File: config.mk
export PLATFORM = sky130hd
export DESIGN_NAME = i2c_master_write_read_sequencer
export DESIGN_NICKNAME = d
export VERILOG_FILES = /design/src/sv/i2cseq_pkg.sv /design/src/sv/i2cseq_wbuf.sv /design/src/sv/i2c_master_write_read_sequencer.sv
export VERILOG_INCLUDE_DIRS = /design/src /design/src/sv
export SDC_FILE = /design/constraint.sdc
export NUM_CORES = 1
export LEC_CHECK = 0
export BUFFER_PORTS_ARGS = -buffer_cell sky130_fd_sc_hd__clkbuf_2
export CORE_MARGIN = 8
export CORE_UTILIZATION = 45
export CTS_BUF_LIST = sky130_fd_sc_hd__clkbuf_4 sky130_fd_sc_hd__clkbuf_8 sky130_fd_sc_hd__clkbuf_16
export CTS_CLUSTER_DIAMETER = 80
export DETAILED_ROUTE_END_ITERATION = 7
export PLACE_DENSITY = 0.73
export SYNTH_ARGS = -nofsm -noshare
export SYNTH_HDL_FRONTEND = slang
export SYNTH_HIERARCHICAL = 1
export SYNTH_SLANG_ARGS = --single-unit
File: constraint.sdc
create_clock -name clock -period 9.1 [get_ports clock]
set_input_delay 1.82 -clock clock [delete_from_list [all_inputs] [get_ports clock]]
set_output_delay 1.82 -clock clock [all_outputs]
set_load 0.02 [all_outputs]
File: src/sv/assert_macros.svh
// Concurrent assertion helpers; clock and reset are taken by name from the enclosing module.
`ifndef ASSERT_MACROS_SVH
`define ASSERT_MACROS_SVH

// Property must hold at every edge outside reset.
`define ASSERT_ALWAYS(name, prop) \
   name: assert property (@(posedge clock) disable iff (reset) (prop)) \
      else $error("assertion failed");

// Consequent must hold in the cycle after the antecedent.
`define ASSERT_NEXT(name, ante, cons) \
   name: assert property (@(posedge clock) disable iff (reset) (ante) |=> (cons)) \
      else $error("assertion failed");

// Consequent must hold in the same cycle as the antecedent.
`define ASSERT_SAME(name, ante, cons) \
   name: assert property (@(posedge clock) disable iff (reset) (ante) |-> (cons)) \
      else $error("assertion failed");

`endif

File: src/sv/i2cseq_pkg.sv
package i2cseq_pkg;

   localparam int WRITE_DEPTH_DEF = 16;

   localparam logic [7:0] STATUS_MASK   = 8'hF8;
   localparam logic [7:0] ST_START      = 8'h08;
   localparam logic [7:0] ST_RSTART     = 8'h10;
   localparam logic [7:0] ST_WADDR_ACK  = 8'h18;
   localparam logic [7:0] ST_WADDR_NAK  = 8'h20;
   localparam logic [7:0] ST_WDATA_ACK  = 8'h28;
   localparam logic [7:0] ST_WDATA_NAK  = 8'h30;
   localparam logic [7:0] ST_RADDR_ACK  = 8'h40;
   localparam logic [7:0] ST_RADDR_NAK  = 8'h48;
   localparam logic [7:0] ST_RDATA_ACK  = 8'h50;
   localparam logic [7:0] ST_RDATA_NAK  = 8'h58;

   typedef enum logic [1:0] {
      KIND_PUSH  = 2'd0,
      KIND_BEGIN = 2'd1,
      KIND_EVENT = 2'd2
   } kind_type;

   typedef enum logic [2:0] {
      PH_IDLE   = 3'd0,
      PH_WSTART = 3'd1,
      PH_WADDR  = 3'd2,
      PH_WDATA  = 3'd3,
      PH_RSTART = 3'd4,
      PH_RADDR  = 3'd5,
      PH_RACK   = 3'd6,
      PH_RNACK  = 3'd7
   } phase_type;

   typedef enum logic [2:0] {
      CMD_NONE  = 3'd0,
      CMD_START = 3'd1,
      CMD_TX    = 3'd2,
      CMD_RXACK = 3'd3,
      CMD_RXNAK = 3'd4,
      CMD_STOP  = 3'd5
   } cmd_type;

   typedef enum logic [1:0] {
      OC_OK      = 2'd0,
      OC_NAK     = 2'd1,
      OC_UNEXPEC = 2'd2
   } outcome_type;

endpackage

File: src/sv/i2cseq_wbuf.sv
module i2cseq_wbuf #(
   parameter int WRITE_DEPTH = i2cseq_pkg::WRITE_DEPTH_DEF
) (
   input  logic                             clock,
   input  logic                             reset,
   input  logic                             push_en,
   input  logic [7:0]                       push_data,
   input  logic                             clear,
   input  logic [$clog2(WRITE_DEPTH)-1:0]   rd_addr,
   output logic [7:0]                       rd_data
);

   localparam int AW = $clog2(WRITE_DEPTH);
   localparam int CW = $clog2(WRITE_DEPTH + 1);

   logic [7:0]    mem [WRITE_DEPTH];
   logic [CW-1:0] fill_ff;
   logic [CW-1:0] fill_in;
   logic          wr_en;
   logic [7:0]    rd_data_ff;

   assign wr_en = push_en && (fill_ff != CW'(WRITE_DEPTH));

   always_comb begin
      fill_in = fill_ff;
      if (clear) begin
         fill_in = '0;
      end else if (wr_en) begin
         fill_in = fill_ff + CW'(1);
      end
   end

   always_ff @(posedge clock) begin
      if (reset) begin
         fill_ff <= '0;
      end else begin
         fill_ff <= fill_in;
      end
   end

   always_ff @(posedge clock) begin
      if (wr_en) begin
         mem[fill_ff[AW-1:0]] <= push_data;
      end
      rd_data_ff <= mem[rd_addr];
   end

   assign rd_data = rd_data_ff;

endmodule

File: src/sv/i2c_master_write_read_sequencer.sv
// Channel | Ports                                   | Direction
// req     | req_valid/req_ready, kind and operands  | in
// rsp     | rsp_valid/rsp_ready, bus command/result | out
// Cycles: one transaction per clock while req_ready; any result appears the cycle after it.
// The result register takes a new result while the old one is consumed in the same cycle.
// Write data is prefetched from the buffer memory at the next send index into a read register.
// Reset: synchronous, returns the sequencer to idle and empties the write buffer.
// Stalls: req_ready drops only while a result is held and rsp_ready is low.
module i2c_master_write_read_sequencer #(
   parameter int WRITE_DEPTH = i2cseq_pkg::WRITE_DEPTH_DEF
) (
   input  logic        clock,
   input  logic        reset,
   input  logic        req_valid,
   output logic        req_ready,
   input  logic [1:0]  req_kind,
   input  logic [6:0]  req_dev_addr,
   input  logic [4:0]  req_write_count,
   input  logic [15:0] req_read_count,
   input  logic [7:0]  req_push_byte,
   input  logic [7:0]  req_bus_status,
   input  logic [7:0]  req_bus_data,
   output logic        rsp_valid,
   input  logic        rsp_ready,
   output logic [2:0]  rsp_bus_command,
   output logic [7:0]  rsp_tx_byte,
   output logic [7:0]  rsp_rx_byte,
   output logic        rsp_rx_valid,
   output logic        rsp_done_res,
   output logic [1:0]  rsp_outcome,
   output logic [7:0]  rsp_fail_status
);
   import i2cseq_pkg::*;
   `include "assert_macros.svh"

   localparam int AW = $clog2(WRITE_DEPTH);
   localparam int CW = $clog2(WRITE_DEPTH + 1);

   phase_type     phase_ff, phase_in;
   logic [CW-1:0] send_idx_ff, send_idx_in;
   logic [CW-1:0] to_write_ff, to_write_in;
   logic [15:0]   to_read_ff, to_read_in;
   logic [6:0]    target_ff, target_in;
   logic          wrote_ff, wrote_in;

   logic          rsp_valid_ff;
   cmd_type       cmd_ff;
   logic [7:0]    tx_ff, rx_ff, fs_ff;
   logic          rxv_ff, done_ff;
   outcome_type   oc_ff;

   logic          emit;
   cmd_type       cmd_in;
   logic [7:0]    tx_in, rx_in, fs_in;
   logic          rxv_in, done_in;
   outcome_type   oc_in;

   logic          acc;
   logic          push_en, clear;
   logic [7:0]    wr_byte;
   logic [7:0]    st;
   logic [CW-1:0] wc_sat;

   assign req_ready = !rsp_valid_ff || rsp_ready;
   assign acc       = req_valid && req_ready;
   assign st        = req_bus_status & STATUS_MASK;

   always_comb begin
      if ({27'd0, req_write_count} > 32'(WRITE_DEPTH)) begin
         wc_sat = CW'(WRITE_DEPTH);
      end else begin
         wc_sat = CW'(req_write_count);
      end
   end

   i2cseq_wbuf #(
      .WRITE_DEPTH (WRITE_DEPTH)
   ) u_wbuf (
      .clock     (clock),
      .reset     (reset),
      .push_en   (push_en),
      .push_data (req_push_byte),
      .clear     (clear),
      .rd_addr   (send_idx_in[AW-1:0]),
      .rd_data   (wr_byte)
   );

   always_comb begin
      phase_in    = phase_ff;
      send_idx_in = send_idx_ff;
      to_write_in = to_write_ff;
      to_read_in  = to_read_ff;
      target_in   = target_ff;
      wrote_in    = wrote_ff;
      emit        = 1'b0;
      cmd_in      = CMD_NONE;
      tx_in       = '0;
      rx_in       = '0;
      rxv_in      = 1'b0;
      done_in     = 1'b0;
      oc_in       = OC_OK;
      fs_in       = '0;
      push_en     = 1'b0;
      clear       = 1'b0;
      if (acc) begin
         unique case (kind_type'(req_kind))
            KIND_PUSH: begin
               push_en = (phase_ff == PH_IDLE);
            end
            KIND_BEGIN: begin
               if (phase_ff == PH_IDLE) begin
                  clear       = 1'b1;
                  emit        = 1'b1;
                  target_in   = req_dev_addr;
                  to_write_in = wc_sat;
                  to_read_in  = req_read_count;
                  send_idx_in = '0;
                  wrote_in    = (wc_sat != '0);
                  if (wc_sat != '0) begin
                     phase_in = PH_WSTART;
                     cmd_in   = CMD_START;
                  end else if (req_read_count != '0) begin
                     phase_in = PH_RSTART;
                     cmd_in   = CMD_START;
                  end else begin
                     done_in = 1'b1;
                  end
               end
            end
            KIND_EVENT: begin
               if (phase_ff != PH_IDLE) begin
                  emit = 1'b1;
                  unique case (phase_ff)
                     PH_WSTART: begin
                        if (st == ST_START) begin
                           phase_in = PH_WADDR;
                           cmd_in   = CMD_TX;
                           tx_in    = {target_ff, 1'b0};
                        end else begin
                           oc_in = OC_UNEXPEC;
                        end
                     end
                     PH_WADDR: begin
                        if (st == ST_WADDR_ACK) begin
                           phase_in    = PH_WDATA;
                           cmd_in      = CMD_TX;
                           tx_in       = wr_byte;
                           send_idx_in = send_idx_ff + CW'(1);
                        end else begin
                           oc_in = (st == ST_WADDR_NAK) ? OC_NAK : OC_UNEXPEC;
                        end
                     end
                     PH_WDATA: begin
                        if (st != ST_WDATA_ACK) begin
                           oc_in = (st == ST_WDATA_NAK) ? OC_NAK : OC_UNEXPEC;
                        end else if (send_idx_ff < to_write_ff) begin
                           cmd_in      = CMD_TX;
                           tx_in       = wr_byte;
                           send_idx_in = send_idx_ff + CW'(1);
                        end else if (to_read_ff != '0) begin
                           phase_in = PH_RSTART;
                           cmd_in   = CMD_START;
                        end else begin
                           phase_in = PH_IDLE;
                           cmd_in   = CMD_STOP;
                           done_in  = 1'b1;
                        end
                     end
                     PH_RSTART: begin
                        if (st == (wrote_ff ? ST_RSTART : ST_START)) begin
                           phase_in = PH_RADDR;
                           cmd_in   = CMD_TX;
                           tx_in    = {target_ff, 1'b1};
                        end else begin
                           oc_in = OC_UNEXPEC;
                        end
                     end
                     PH_RADDR: begin
                        if (st == ST_RADDR_ACK) begin
                           if (to_read_ff > 16'd1) begin
                              phase_in = PH_RACK;
                              cmd_in   = CMD_RXACK;
                           end else begin
                              phase_in = PH_RNACK;
                              cmd_in   = CMD_RXNAK;
                           end
                        end else begin
                           oc_in = (st == ST_RADDR_NAK) ? OC_NAK : OC_UNEXPEC;
                        end
                     end
                     PH_RACK: begin
                        if (st == ST_RDATA_ACK) begin
                           to_read_in = to_read_ff - 16'd1;
                           rx_in      = req_bus_data;
                           rxv_in     = 1'b1;
                           if (to_read_in > 16'd1) begin
                              cmd_in = CMD_RXACK;
                           end else begin
                              phase_in = PH_RNACK;
                              cmd_in   = CMD_RXNAK;
                           end
                        end else begin
                           oc_in = OC_UNEXPEC;
                        end
                     end
                     PH_RNACK: begin
                        if (st == ST_RDATA_NAK) begin
                           phase_in   = PH_IDLE;
                           to_read_in = '0;
                           cmd_in     = CMD_STOP;
                           rx_in      = req_bus_data;
                           rxv_in     = 1'b1;
                           done_in    = 1'b1;
                        end else begin
                           oc_in = OC_UNEXPEC;
                        end
                     end
                     default: begin
                        phase_in = PH_IDLE;
                     end
                  endcase
                  if (oc_in != OC_OK) begin
                     phase_in = PH_IDLE;
                     cmd_in   = (oc_in == OC_NAK) ? CMD_STOP : CMD_NONE;
                     done_in  = 1'b1;
                     fs_in    = st;
                  end
               end
            end
            default: begin
               emit = 1'b0;
            end
         endcase
      end
   end

   always_ff @(posedge clock) begin
      if (reset) begin
         phase_ff     <= PH_IDLE;
         send_idx_ff  <= '0;
         to_write_ff  <= '0;
         to_read_ff   <= '0;
         target_ff    <= '0;
         wrote_ff     <= 1'b0;
         rsp_valid_ff <= 1'b0;
      end else begin
         phase_ff    <= phase_in;
         send_idx_ff <= send_idx_in;
         to_write_ff <= to_write_in;
         to_read_ff  <= to_read_in;
         target_ff   <= target_in;
         wrote_ff    <= wrote_in;
         if (emit) begin
            rsp_valid_ff <= 1'b1;
         end else if (rsp_ready) begin
            rsp_valid_ff <= 1'b0;
         end
      end
   end

   always_ff @(posedge clock) begin
      if (emit) begin
         cmd_ff  <= cmd_in;
         tx_ff   <= tx_in;
         rx_ff   <= rx_in;
         rxv_ff  <= rxv_in;
         done_ff <= done_in;
         oc_ff   <= oc_in;
         fs_ff   <= fs_in;
      end
   end

   assign rsp_valid       = rsp_valid_ff;
   assign rsp_bus_command = 3'(cmd_ff);
   assign rsp_tx_byte     = tx_ff;
   assign rsp_rx_byte     = rx_ff;
   assign rsp_rx_valid    = rxv_ff;
   assign rsp_done_res    = done_ff;
   assign rsp_outcome     = 2'(oc_ff);
   assign rsp_fail_status = fs_ff;

   `ASSERT_NEXT(a_done_idle, emit && done_in, phase_ff == PH_IDLE)
   `ASSERT_ALWAYS(a_idx_bound, send_idx_ff <= to_write_ff)
   `ASSERT_SAME(a_fail_done, rsp_valid_ff && (oc_ff != OC_OK), done_ff)
   `ASSERT_SAME(a_rx_cmd, rsp_valid_ff && rxv_ff,
                cmd_ff == CMD_RXACK || cmd_ff == CMD_RXNAK || cmd_ff == CMD_STOP)

endmodule
==> impl_metrics.py <==
metrics = {
    "min_path": {
        "holdPathEnd": "to_write_ff[3]$_SDFFE_PP0P_",
        "hold_start": "to_write_ff[3]$_SDFFE_PP0P_",
        "hp-class": "reg -> reg",
        "hold_depth": 2,
    },
    "routing": {
        "wl_per_cell_microns": 18.6,
        "wl_met2_microns": 9660,
        "via_per_inst": 5.73,
        "wl_met3_microns": 1640,
        "routed.top_layer": "met4",
        "ant_nets": 0,
        "drt_pass1_iterations": 5,
        "initialDrtViolationCount": 458,
        "routed_wl_microns": 20700,
        "dr_total_vias": 6375,
        "route.detailed.drc": 0,
        "met1_length_microns": 9020,
    },
    "job": {
        "drv_cap": 0,
    },
    "placement": {
        "io_buffers": 84,
        "placed_cell_area_sq_um": 10100,
        "gp_congestion": 0.896,
        "dp_hpwl_microns": 14100,
        "dpl.cell_count": 1071,
    },
    "synth": {
        "synth_xor_area_share_pct": 1.11,
        "syn_avg_cell_area_sq_um": 12.7,
        "synth.distinct_cells": 65,
        "synth_compound_area_share_pct": 11.0,
        "async_reset_ff_share_pct": 0,
        "yosys.area_share.simple_pct": 14.1,
        "synth.most_common_cell": "edfxtp_1",
        "synth.area.mux_share_pct": 8.14,
        "synthTopCellsByCount": "edfxtp_1, nor2_1, nand2_1",
        "synth_top_area_cell": "edfxtp_1",
        "ys_ff_latch": 207,
        "synth_ff_type": "edfxtp_1",
        "ys_seq_area_share_pct": 60.1,
        "synth_cells": 749,
        "yosys.area_share.adder_pct": 2.11,
        "ys_warn_count": 6,
        "synth.area.top_cells": "edfxtp_1, dfxtp_1, mux4_2, mux4_1, nor2_1",
        "synth-edff-count": 156,
        "syn_area_sq_um": 9500,
        "synth_top_family_by_area": "simple AND/OR/NAND/NOR gates",
        "synth_top_area_share_pct": 49.3,
    },
    "grt": {
        "grt_first_pass_wirelength_microns": 32800,
        "grt_pass1_vias": 6104,
        "grt_usage_pct": 15.6,
        "grt_overflow_total": 0,
        "antenna_found_initial": 0,
        "grt_max_degree": 40,
    },
    "run_status": {
        "status": "finished clean",
    },
    "setup_path": {
        "r2r-start": "phase_ff[0]$_SDFFE_PP0P_",
        "reg2reg_to": "u_wbuf/rd_data[3]$_DFF_P_",
        "crit_path_start_kind": "input port",
        "crit_required_ps": 9490,
        "worst_path_max_delay_cell": "mux4_1",
        "path_class": "in -> reg",
        "cp_max_fo": 32,
        "cpMostUsedCell": "nand2_1",
        "path_cells": "clkbuf_2 -> nor2b_1 -> and4_1 -> o211ai_1 -> a21oi_1 -> o21ai_0 -> nand2_1 -> nand2_2 -> mux4_1 -> a22oi_1 -> nand2_1",
        "crit_path_end_kind": "register",
        "arrival_ps": 5810,
        "rr_worst_depth": 9,
        "critical_path.max_stage_delay_ps": 770,
        "rrSetupSlack_ps": 4690,
    },
    "final_layout": {
        "drive_above_1_share_pct": 18.9,
        "syn2layout_area_growth_pct": 14.0,
        "diodes": 0,
        "final_area_sq_um": 10800,
        "instances_no_fill": 1113,
        "nets": 895,
    },
    "timing": {
        "setup_viol": 0,
        "fin_setup_tns_ps": 0,
        "tightest_slew_ps": 1090,
        "fin_crit_ps": 5420,
        "timing.final.crit_share_pct": 59.5,
        "hold_viol": 0,
        "relSlewSlack_pct": 26.9,
        "finClkSkew_ps": 10.6,
        "rsz0062_at_grt": "no",
        "final_max_slew_viol_count": 0,
        "fmax_mhz": 185,
    },
    "power_and_ir_drop": {
        "p_leak_nw": 3.75,
        "vdd_ir_drop_max_v": 0.000187,
        "swShare_pct": 23.7,
        "combPwrFrac_pct": 8.4,
        "p_per_area_nw_per_um2": 197,
        "clock_power_share_pct": 42.7,
        "netSwitchingPower_mw": 0.507,
        "total_power_mw": 2.14,
        "seq_power_share_pct": 48.9,
        "internal_power_mw": 1.63,
    },
    "die": {
        "die_w_microns": 161,
        "rows": 53,
        "dieArea_sq_um": 26000,
        "ioPinCount": 91,
        "coreArea_sq_um": 20900,
        "die-height_microns": 161,
        "initial_utilization_pct": 45.5,
    },
    "clocking": {
        "cts_setup_buffers": 0,
        "h-tree-depth": 1,
        "cts_tree": "built",
        "clockBufferDepth": 3,
        "path_clk_slew_ps": 60,
        "numCtsBuffers": 23,
        "cts_root_buf": "clkbuf_16",
        "hold_buffers": 0,
        "cts.sinks": 207,
        "ctsResizeCount": 0,
        "insertion_delay_ps": 520,
    },
}
## per-stage QoR
stage | worst slack [ps] | hold slack [ps] | utilization (%)
after detailed placement | 3140 | 445 | 48.3
after global routing | 3200 | 473 | 51.9
after floorplan | 4510 | 432 | -
final | 3680 | 452 | 51.9
after CTS | 3680 | 452 | 51.9
after global placement | 3190 | 442 | 48.3
## state kept, by name, summed over array words and instances (netlist names), 3 cells and up
signal	flops
u_wbuf/mem	128
send_idx_ff	5
rsp_tx_byte	8
rsp_bus_command	3
to_write_ff	5
u_wbuf/fill_ff	5
rsp_fail_status	5
rsp_rx_byte	8
target_ff	7
to_read_ff	16
u_wbuf/rd_data	8
phase_ff	3
## metal layers
| metal | up-vias | GRT usage (%) |
|---|---|---|
| li1 | 3028 | - |
| met1 | 3070 | 20.9 |
| met2 | 249 | 25.3 |
| met3 | 28 | 3.23 |
| met4 | 0 | 4.17 |
| met5 | - | 0 |
## cells by family after synthesis
logic type / after synthesis
compound gates: 157
xor+xnor: 12
fa+ha+maj: 16
buf+inv: 69
flops: 207
mux: 32
other cells: 1
simple gates: 255
## critical path, delay by kind of cell
family / cells / cell delay [ps]
AO/OA/AOI/OAI: 4 / 1500
multiplexers: 1 / 770
AND/OR/NAND/NOR: 5 / 1470
buffers and inverters: 1 / 230
## power groups by stage
stage / Sequential [mW] / Clock [mW] / Combinational, mW
2_1_floorplan: 1.06 / 0 / 0.124
3_3_place_gp: 1.06 / 0 / 0.174
3_5_place_dp: 1.07 / 0 / 0.176
4_1_cts: 1.05 / 0.928 / 0.178
5_1_grt: 1.05 / 0.963 / 0.199
6_report: 1.05 / 0.912 / 0.179
## cell type report
type	count	area, sq um
clock buffer	26	598
clock inverter	16	153
fill	1796	10100
inverter	26	97.6
multi-input combinational	475	3480
sequential	207	5710
tap	275	344
timing repair buffer	88	450
## cells in the final DEF, fill, tap and decap left out, types with 7 or more instances in the layout
| cell | netlist | final |
|---|---|---|
| ha_1 | 16 | 16 |
| clkinv_1 | 0 | 7 |
| a211oi_1 | 12 | 12 |
| nand3b_1 | 10 | 10 |
| or3_1 | 9 | 9 |
| clkbuf_16 | 0 | 23 |
| o21ai_0 | 26 | 26 |
| and2_1 | 12 | 12 |
| inv_1 | 26 | 26 |
| a21oi_1 | 38 | 38 |
| nor3_1 | 14 | 14 |
| a22oi_1 | 28 | 28 |
| nand3_1 | 10 | 10 |
| mux4_2 | 18 | 18 |
| nand2_1 | 62 | 61 |
| nor2b_1 | 13 | 13 |
| or4_1 | 7 | 7 |
| nand2b_1 | 10 | 10 |
| clkbuf_2 | 0 | 84 |
| nor4_1 | 11 | 11 |
| dfxtp_1 | 51 | 51 |
| edfxtp_1 | 156 | 156 |
| a31oi_1 | 9 | 9 |
| mux4_1 | 14 | 14 |
| nor2_1 | 64 | 64 |
## worst max-delay path by stage
stage                           start                        end  cells after the start
CTS                 req_bus_status[3]  u_wbuf/rd_data[7]$_DFF_P_                     11
floorplan                   rsp_ready  u_wbuf/rd_data[1]$_DFF_P_                     11
detailed placement  req_bus_status[3]  u_wbuf/rd_data[7]$_DFF_P_                     11
global route        req_bus_status[3]  u_wbuf/rd_data[2]$_DFF_P_                     11
finish              req_bus_status[3]  u_wbuf/rd_data[3]$_DFF_P_                     11
global placement    req_bus_status[3]  u_wbuf/rd_data[3]$_DFF_P_                     11
No activity file was read; power rests on OpenSTA's default activity.
